--- src/ttr_pkg.sv ---
// Shared types and constants of the truncated time reconstructor.
package ttr_pkg;

   localparam int SOURCE_BITS = 16;
   localparam int TIME_BITS = 24;
   localparam int RAM_WIDTH = TIME_BITS + 1;
   localparam int RAM_DEPTH = 65536;
   localparam int NUM_CANDS = 5;

   localparam logic [TIME_BITS-1:0] DAY_TICKS = 24'd11059200;
   localparam logic [TIME_BITS-1:0] HALF_PERIOD_TICKS = 24'd32768;
   localparam logic [TIME_BITS-1:0] FINAL_PERIOD_START = 24'd11010048;

   typedef enum logic {
      CMD_REFERENCE = 1'b0,
      CMD_PLOT = 1'b1
   } ttr_command_type;

   typedef enum logic [2:0] {
      STATUS_UNCHANGED = 3'd0,
      STATUS_REBUILT = 3'd1,
      STATUS_COPIED = 3'd2,
      STATUS_AMBIGUOUS = 3'd3,
      STATUS_STORED = 3'd4,
      STATUS_REJECTED = 3'd5
   } ttr_status_type;

   typedef struct packed {
      logic accept;
      logic adv2;
      logic adv3;
      logic load_out;
      logic clear_we;
   } ttr_cmd_type;

   typedef struct packed {
      logic clear_last;
   } ttr_stat_type;

   typedef struct packed {
      logic is_plot;
      logic known;
      logic time_present;
      logic [15:0] trunc_time;
      logic [7:0] sac;
      logic [7:0] sic;
      ttr_status_type ref_status;
   } ttr_s1_type;

   typedef struct packed {
      logic need_rebuild;
      ttr_status_type status;
      logic known;
      logic [7:0] sac;
      logic [7:0] sic;
      logic [TIME_BITS-1:0] tval;
      logic [NUM_CANDS-1:0] cand_ok;
      logic [NUM_CANDS-1:0][TIME_BITS-1:0] cand;
      logic [NUM_CANDS-1:0][TIME_BITS:0] diff;
   } ttr_s2_type;

   typedef struct packed {
      logic need_rebuild;
      ttr_status_type status;
      logic known;
      logic [7:0] sac;
      logic [7:0] sic;
      logic [TIME_BITS-1:0] tval;
      logic [NUM_CANDS-1:0][TIME_BITS-1:0] cand;
      logic [NUM_CANDS-1:0][TIME_BITS-1:0] distance;
   } ttr_s3_type;

endpackage

--- src/ttr_ctrl.sv ---
// Controller: clearing sweep after reset and pipeline occupancy tracking.
module ttr_ctrl (
   input  logic                  clock,
   input  logic                  reset,
   input  logic                  req_valid,
   output logic                  req_stall,
   output logic                  rsp_valid,
   input  logic                  rsp_stall,
   input  ttr_pkg::ttr_stat_type stat,
   output ttr_pkg::ttr_cmd_type  cmd
);

   typedef enum logic {
      CLEAR,
      RUN
   } state_type;

   state_type state_ff, state_in;
   logic v1_ff, v1_in;
   logic v2_ff, v2_in;
   logic v3_ff, v3_in;
   logic vo_ff, vo_in;
   logic open;

   always_comb begin
      cmd.load_out = v3_ff && (!vo_ff || !rsp_stall);
      cmd.adv3 = v2_ff && (!v3_ff || cmd.load_out);
      cmd.adv2 = v1_ff && (!v2_ff || cmd.adv3);
      open = (state_ff == RUN) && (!v1_ff || cmd.adv2);
      cmd.accept = open && req_valid;
      cmd.clear_we = (state_ff == CLEAR);

      v1_in = cmd.accept || (v1_ff && !cmd.adv2);
      v2_in = cmd.adv2 || (v2_ff && !cmd.adv3);
      v3_in = cmd.adv3 || (v3_ff && !cmd.load_out);
      vo_in = cmd.load_out || (vo_ff && rsp_stall);

      state_in = state_ff;
      case (state_ff)
         CLEAR: begin
            if (stat.clear_last) begin
               state_in = RUN;
            end
         end
         RUN: begin
            state_in = RUN;
         end
         default: begin
            state_in = CLEAR;
         end
      endcase
   end

   always_ff @(posedge clock) begin
      if (reset) begin
         state_ff <= CLEAR;
         v1_ff <= 1'b0;
         v2_ff <= 1'b0;
         v3_ff <= 1'b0;
         vo_ff <= 1'b0;
      end else begin
         state_ff <= state_in;
         v1_ff <= v1_in;
         v2_ff <= v2_in;
         v3_ff <= v3_in;
         vo_ff <= vo_in;
      end
   end

   assign req_stall = !open;
   assign rsp_valid = vo_ff;

endmodule

--- config.mk ---
export PLATFORM = sky130hd
export DESIGN_NAME = ttr_ctrl
export DESIGN_NICKNAME = d
export VERILOG_FILES = /design/src/ttr_pkg.sv /design/src/ttr_ctrl.sv
export SDC_FILE = /design/constraint.sdc
export NUM_CORES = 1
export LEC_CHECK = 0
export BUFFER_PORTS_ARGS = -buffer_cell sky130_fd_sc_hd__buf_2
export CELL_PAD_IN_SITES_DETAIL_PLACEMENT = 0
export CELL_PAD_IN_SITES_GLOBAL_PLACEMENT = 1
export CORE_AREA = 2 2 39 41
export CTS_BUF_LIST = sky130_fd_sc_hd__clkbuf_8
export CTS_CLUSTER_DIAMETER = 100
export DETAILED_ROUTE_END_ITERATION = 7
export DIE_AREA = 0 0 41 43
export PLACE_DENSITY = 0.44
export SLEW_MARGIN = 15
export SYNTH_ARGS = -nofsm -noshare
export SYNTH_HDL_FRONTEND = slang
export SYNTH_SLANG_ARGS = --single-unit
--- constraint.sdc ---
create_clock -name clock -period 0.8 [get_ports clock]
set_input_delay 0.08 -clock clock [delete_from_list [all_inputs] [get_ports clock]]
set_output_delay 0.08 -clock clock [all_outputs]
set_load 0.01 [all_outputs]
==> results.json, run 1 <==
{
  "status": "complete, but fails checks",
  "violations": "negative setup slack",
  "wl_um": 639,
  "cts_tree": "yes",
  "ys_seq_elements": 5,
  "period_share_pct": 136,
  "finalHoldViolCount": 0,
  "grt_max_degree": 7,
  "coreArea_sq_mm": 0.00138,
  "track_usage_pct": 8.12,
  "finalClockSkew_ns": 0.00281,
  "maxSlewHeadroom_pct": 90.9,
  "clk_latency_ns": 0.22,
  "crit_path_max_incr_delay_ns": 0.33,
  "holdBufCountCts": 0,
  "die_w_um": 41,
  "crit_required_ns": 0.72,
  "ant_nets": 0,
  "synthToLayoutAreaGrowth_pct": 105,
  "ys_seq_area_share_pct": 46.8,
  "fin_crit_ns": 1.09,
  "syn_area_per_cell_sq_um": 8.56,
  "vias": 250,
  "start_kind": "register",
  "overflow": 0,
  "cp.buffers_inverters": 1,
  "gp_congestion": 0.660,
  "slowest_stage": "dfxtp_2",
  "dpl_cell_area_sq_um": 342,
  "grt_setup_unrepaired": "true",
  "netlist-cell-type-count": 14,
  "ff2ff_path_depth": 3,
  "via_per_inst": 3.97,
  "setup_viol_count_final": 7,
  "grt_pass1_vias": 240,
  "row_count": 14,
  "hold_class": "primary input to register",
  "dieArea_sq_mm": 0.00176,
  "antenna_found_initial": 0,
  "cts_buffers": 3,
  "cts_max_path_buffers": 2,
  "io_pins": 12,
  "antenna_cells": 0,
  "wire_per_inst_um": 10.1,
  "p_leak_nw": 0.203,
  "layout_common_cells": "buf_2 (10), nor2_1 (4), buf_6 (4), buf_4 (4), dfxtp_2 (4)",
  "slew_viol_final": 0,
  "crit_type": "register to output pin",
  "cp.depth": 3,
  "start_util_pct": 15.5,
  "maxCapViolCount": 0,
  "drcViolationCount": 0,
  "peakVddDrop_mv": 0.704,
  "setup_ws_ns": -0.288,
  "die_h_um": 43,
  "dr.pass1.iters": 2,
  "worst_pin_slew_ns": 0.137,
  "stdcell_area_sq_um": 439,
  "fin_nets": 53,
  "cts_root_buf": "clkbuf_8",
  "cp_cell_sequence": "and3_4, a31oi_2, buf_2",
  "min_path_cells": 3,
  "synth_cells": 25,
  "grt_pass1_wl_um": 952,
  "final_common_cell": "buf_2",
  "drive_gt1_share_pct": 72.3,
  "synth_area_sq_um": 214,
  "htree_levels": 1,
  "drtIter0Drc": 2,
  "cts.sinks": 5,
  "clkTransAtPathRegs_ns": 0.04,
  "critPathMaxFanout": 3,
  "arrival_ns": 1.01,
  "synth_fp_nets": 30,
  "crit_family": "flip-flops",
  "powerDensity_mw_per_mm2": 1840,
  "io_buffers": 11,
  "fmax_ghz": 0.919,
  "synth_warnings": 0,
  "holdWs_ns": 0.0690,
  "end_kind": "output pin"
}
flip-flops by register name, summed over array words and instances, names as in the netlist:
signal	cells
state_ff	1
v2_ff	1
v3_ff	1
v1_ff	1
rsp_valid	1
worst min-delay path, delay by kind of cell:
kind          cells  cell delay [ns]
simple gates      2             0.09
buf+inv           1             0.08
metrics by stage:
| step | utilization (%) | total power [mW] | cells | setup WS [ns] | setup TNS, ns |
|---|---|---|---|---|---|
| 2_1_floorplan | - | 0.297 | 25 | -0.0163 | -0.0163 |
| 3_3_place_gp | 24.7 | 0.342 | 57 | -0.110 | -0.329 |
| 3_5_place_dp | 24.7 | 0.344 | 57 | -0.140 | -0.454 |
| 4_1_cts | 31.6 | 0.816 | 63 | -0.297 | -1.52 |
| 5_1_grt | 31.7 | 0.852 | 63 | -0.327 | -1.77 |
| 6_report | 31.7 | 0.806 | 63 | -0.288 | -1.41 |
area by class of cell:
cell class | count | area, sq um
clock inverters | 1 | 3.75
inverters | 3 | 11.3
repair buffers | 18 | 125
fillers | 153 | 945
well taps | 16 | 20.0
multi-input cells | 17 | 129
flip-flops and latches | 5 | 109
clock buffers | 3 | 41.3
cell families after synthesis:
family	after synthesis	synth area share (%)
compound gates	8	22.8
buf+inv	3	5.26
flops	5	46.8
simple gates	9	25.1
cells in the mapped netlist (all sizes together):
master,number,share of area (%)
dfxtp,5,47
nand4,1,5.8
nand2b,1,2.9
nand3,1,2.3
and3,1,5.3
a21boi,1,3.5
nor2,4,7.0
o21ai,1,2.3
inv,3,5.3
nand2,1,1.8
o22ai,1,2.9
a31oi,1,2.9
a21oi,4,11
per-layer routing:
metal | track usage (%) | vias up | part of all wire (%) | wire (um)
li1 | - | 130 | - | -
met1 | 8.97 | 113 | 41 | 262
met2 | 12.8 | 7 | 52 | 332
met3 | 3.14 | 0 | 6.9 | 44
met4 | 4.00 | 0 | 0 | 0
met5 | 0 | - | 0 | 0
path summary, 6_finish.rpt:
| kind | startpoint | end | slack [ns] |
|---|---|---|---|
| max | rsp_valid | cmd[4] | -0.29 |
| min | stat | state_ff | 0.07 |
| max reg2reg | v2_ff | v1_ff | 0.01 |
| min reg2reg | v2_ff | v3_ff | 0.50 |
what timing repair did:
item                                    CTS  global route
pin swaps                                 5             2
endpoints found under the setup margin    8            10
setup buffers                             2             0
resized for setup                        12             1
endpoints found under the hold margin     0             0
power by group:
part           total (mW)  internal [mW]  switching, mW  leakage [nW]
registers           0.264          0.257        0.00739        0.0432
clock network       0.456          0.329          0.127        0.0269
logic              0.0855         0.0451         0.0404         0.133
Power figures use the tool's default switching activity.
==> inputs of run 2 (changes only) <==
PLACE_DENSITY = 0.46   (was 0.44)
clock period = 1 ns   (was 0.8 ns; I/O delays follow)
==> results.json, run 2 (synthesized netlist as in run 1, its figures left out) <==
{
  "drtIter0Drc": 2,
  "drive_gt1_share_pct": 56.1,
  "via_per_inst": 4.16,
  "vias": 237,
  "drcViolationCount": 0,
  "setup_viol_count_final": 5,
  "coreArea_sq_mm": 0.00138,
  "cts_root_buf": "clkbuf_8",
  "arrival_ns": 1.03,
  "nFillCells": 160,
  "status": "complete, but fails checks",
  "cts_tree": "yes",
  "peakVddDrop_mv": 0.796,
  "wl_um": 610,
  "holdBufCountCts": 0,
  "hold_class": "primary input to register",
  "io_pins": 12,
  "finalClockSkew_ns": 0.000566,
  "fin_nets": 47,
  "fin_cells": 57,
  "violations": "negative setup slack",
  "row_count": 14,
  "setup_ws_ns": -0.125,
  "period_share_pct": 113,
  "grt_setup_unrepaired": "true",
  "clk_latency_ns": 0.22,
  "crit_type": "register to output pin",
  "maxCapViolCount": 0,
  "multiInputGateArea_sq_um": 119,
  "grt_pass1_wl_um": 1050,
  "slew_viol_final": 0,
  "synthToLayoutAreaGrowth_pct": 71.3,
  "grt_max_degree": 7,
  "seqCellArea_sq_um": 109,
  "clkTransAtPathRegs_ns": 0.03,
  "antenna_found_initial": 0,
  "dr.pass1.iters": 2,
  "fmax_ghz": 0.889,
  "power.total_uw": 620,
  "post-place-ws_ns": 0.0518,
  "critPathMaxFanout": 3,
  "gp_congestion": 0.642,
  "end_kind": "output pin",
  "fin_crit_ns": 1.13,
  "ant_nets": 0,
  "htree_levels": 1,
  "die_h_um": 43,
  "start_util_pct": 15.5,
  "worst_pin_slew_ns": 0.148,
  "dieArea_sq_mm": 0.00176,
  "final_common_cell": "buf_2",
  "track_usage_pct": 9.65,
  "tns_ns": -0.372,
  "numPlacedInstances": 53,
  "grt_pass1_vias": 253,
  "cts_buffers": 3,
  "start_kind": "register",
  "io_buffers": 11,
  "overflow": 0,
  "crit_required_ns": 0.90,
  "finalHoldViolCount": 0,
  "maxSlewHeadroom_pct": 90.1,
  "layout_common_cells": "buf_2 (11), inv_1 (4), nor2_1 (4)",
  "antenna_cells": 0,
  "wire_per_inst_um": 10.7,
  "die_w_um": 41,
  "cts.sinks": 5,
  "powerDensity_mw_per_mm2": 1690,
  "p_leak_nw": 0.166,
  "cts_max_path_buffers": 2,
  "fin_util_pct": 26.5
}
[run 2: report_power, final]
part           switching [mW]  leakage [nW]  total (mW)  internal (mW)
logic                  0.0263        0.0964      0.0468         0.0205
clock network           0.100        0.0269       0.363          0.263
registers             0.00732        0.0429       0.210          0.203
[run 2: per-stage QoR]
stage	hold slack [ns]	cell area [sq um]
2_1_floorplan	0.162	214
3_3_place_gp	0.306	297
3_5_place_dp	0.321	297
4_1_cts	0.0884	363
5_1_grt	0.108	367
6_report	0.0885	367
[run 2: layer usage]
metal	up-vias	track usage, %	wire length (um)
li1	119	-	-
met3	2	3.14	64
met2	14	12.8	282
met5	-	0	0
met1	102	10.0	246
met4	0	12.0	16
[run 2: area by class of cell]
| type | count | area share, % |
|---|---|---|
| clock buffer | 3 | 11.3 |
| clock inverter | 1 | 1.02 |
| inverter | 3 | 3.07 |
| multi-input combinational | 17 | 32.4 |
| sequential | 5 | 29.7 |
| tap | 16 | 5.46 |
| timing repair buffer | 12 | 17.1 |
[run 2: final timing paths]
path	from	end	slack, ns	cells past startpoint
worst min register to register	v1_ff	v1_ff	0.50	2
worst min-delay path	stat	state_ff	0.09	3
worst max-delay path	rsp_valid	cmd[4]	-0.13	3
worst max register to register	rsp_valid	rsp_valid	0.22	3
[run 2: worst max-delay path, cell delays in order, from the launching register on]
cell and delay (ns):
dfxtp_2 0.33, and3_4 0.19, a31oi_1 0.13, buf_2 0.15
[run 2: repair_timing]
item                       4_1_cts  5_1_grt
resized for setup                8        1
pin swaps                        4        1
setup endpoints to repair        5        5
setup buffers                    0        0
==> inputs of run 3 (changes only) <==
--- a/constraint.sdc
+++ b/constraint.sdc
@@ -3,2 +3,2 @@
 set_output_delay 0.1 -clock clock [all_outputs]
-set_load 0.01 [all_outputs]
+set_load 0.1 [all_outputs]
==> results.json, run 3 (synthesized netlist as in run 1, its figures left out) <==
{
  "nFillCells": 140,
  "via_per_inst": 3.92,
  "grt_pass1_vias": 277,
  "maxCapViolCount": 0,
  "use_met3_pct": 4.71,
  "critPathMaxFanout": 4,
  "setup_ws_ns": -0.248,
  "arrival_ns": 1.15,
  "layout_common_cells": "buf_12 (7), buf_4 (5), buf_2 (4)",
  "powerDensity_mw_per_mm2": 1340,
  "cts.sinks": 5,
  "overflow": 0,
  "fmax_ghz": 0.801,
  "antenna_cells": 0,
  "grtUsageMet2_pct": 13.8,
  "end_kind": "output pin",
  "fin_util_pct": 41.0,
  "post-dp-hpwl_um": 522,
  "period_share_pct": 125,
  "cts_max_path_buffers": 2,
  "dr.pass1.iters": 1,
  "fin_nets": 52,
  "drtIter0Drc": 0,
  "coreArea_sq_mm": 0.00138,
  "antenna_found_initial": 0,
  "io_pins": 12,
  "worst_pin_slew_ns": 0.171,
  "die_h_um": 43,
  "maxSlewHeadroom_pct": 88.6,
  "cts_root_buf": "clkbuf_8",
  "drive_gt1_share_pct": 73.9,
  "rrSetupSlack_ns": 0.23,
  "gp_congestion": 0.732,
  "wire_per_inst_um": 9.87,
  "tns_ns": -0.964,
  "start_util_pct": 15.5,
  "grt_use_met1_pct": 9.62,
  "hold_class": "primary input to register",
  "status": "complete, but fails checks",
  "dieArea_sq_mm": 0.00176,
  "post-cts-setup-buffer-count": 0,
  "vias": 243,
  "finalClockSkew_ns": 0.000531,
  "grt_max_degree": 7,
  "min_path_cells": 3,
  "slew_viol_final": 0,
  "holdBufCountCts": 0,
  "die_w_um": 41,
  "clkTransAtPathRegs_ns": 0.03,
  "setup_viol_count_final": 6,
  "p_leak_nw": 0.225,
  "row_count": 14,
  "crit_type": "register to output pin",
  "fin_crit_ns": 1.25,
  "wl_um": 612,
  "cts_buffers": 3,
  "peakVddDrop_mv": 0.626,
  "drcViolationCount": 0,
  "grt_pass1_wl_um": 1060,
  "grt_setup_unrepaired": "true",
  "ff2ff_path_depth": 3,
  "io_buffers": 11,
  "final_common_cell": "buf_12",
  "violations": "negative setup slack",
  "track_usage_pct": 9.53,
  "ant_nets": 0,
  "busiest_layer": "met2",
  "start_kind": "register",
  "crit_required_ns": 0.90,
  "synthToLayoutAreaGrowth_pct": 165,
  "clk_latency_ns": 0.22,
  "htree_levels": 1,
  "cts_tree": "yes",
  "finalHoldViolCount": 0
}
-- run 3: worst max-delay path, cell delays in order (launching register included) --
cell	delay [ns]
dfxtp_4	0.35
and3_4	0.21
a31oi_4	0.17
buf_12	0.20
-- run 3: stage by stage --
stage | std cells | total power [mW] | hold slack (ns) | setup WS [ns] | instance area [sq um]
floorplan | 25 | 0.323 | 0.162 | -0.422 | 287
global placement | 58 | 0.401 | 0.309 | -0.0318 | 512
detailed placement | 58 | 0.402 | 0.315 | -0.0685 | 512
CTS | 62 | 0.772 | 0.0837 | -0.264 | 567
global route | 62 | 0.806 | 0.109 | -0.279 | 567
finish | 62 | 0.757 | 0.0855 | -0.248 | 567
-- run 3: final cells by class --
cell class / instances / area, sq um / area share (%)
Multi-Input combinational cell: 17 / 168 / 29.6
Inverter: 3 / 15.0 / 2.65
Timing Repair Buffer: 17 / 209 / 36.9
Clock inverter: 1 / 3.75 / 0.662
Clock buffer: 3 / 41.3 / 7.28
Sequential cell: 5 / 110 / 19.4
Tap cell: 16 / 20.0 / 3.53
-- run 3: path summary, 6_finish.rpt --
check	endpoint	from
setup / recovery	cmd[4]	rsp_valid
hold / removal	state_ff	stat
hold reg to reg	v1_ff	v1_ff
setup reg to reg	rsp_valid	rsp_valid
-- run 3: layer usage --
layer  share of wire, %  up-vias
li1                   -      129
met1                 39      106
met2                 55        8
met3                5.4        0
met4                  0        0
met5                  0        -
-- run 3: repair_timing --
| item | in CTS | in global routing |
|---|---|---|
| resized for setup | 5 | 1 |
| setup endpoints to repair | 6 | 7 |
| pin swaps | 4 | 0 |
-- run 3: power breakdown --
part / switching, mW / leakage (nW) / internal [mW]
Combinational: 0.120 / 0.155 / 0.0696
Sequential: 0.00584 / 0.0431 / 0.203
Clock: 0.0952 / 0.0269 / 0.263
Total: 0.222 / 0.225 / 0.536
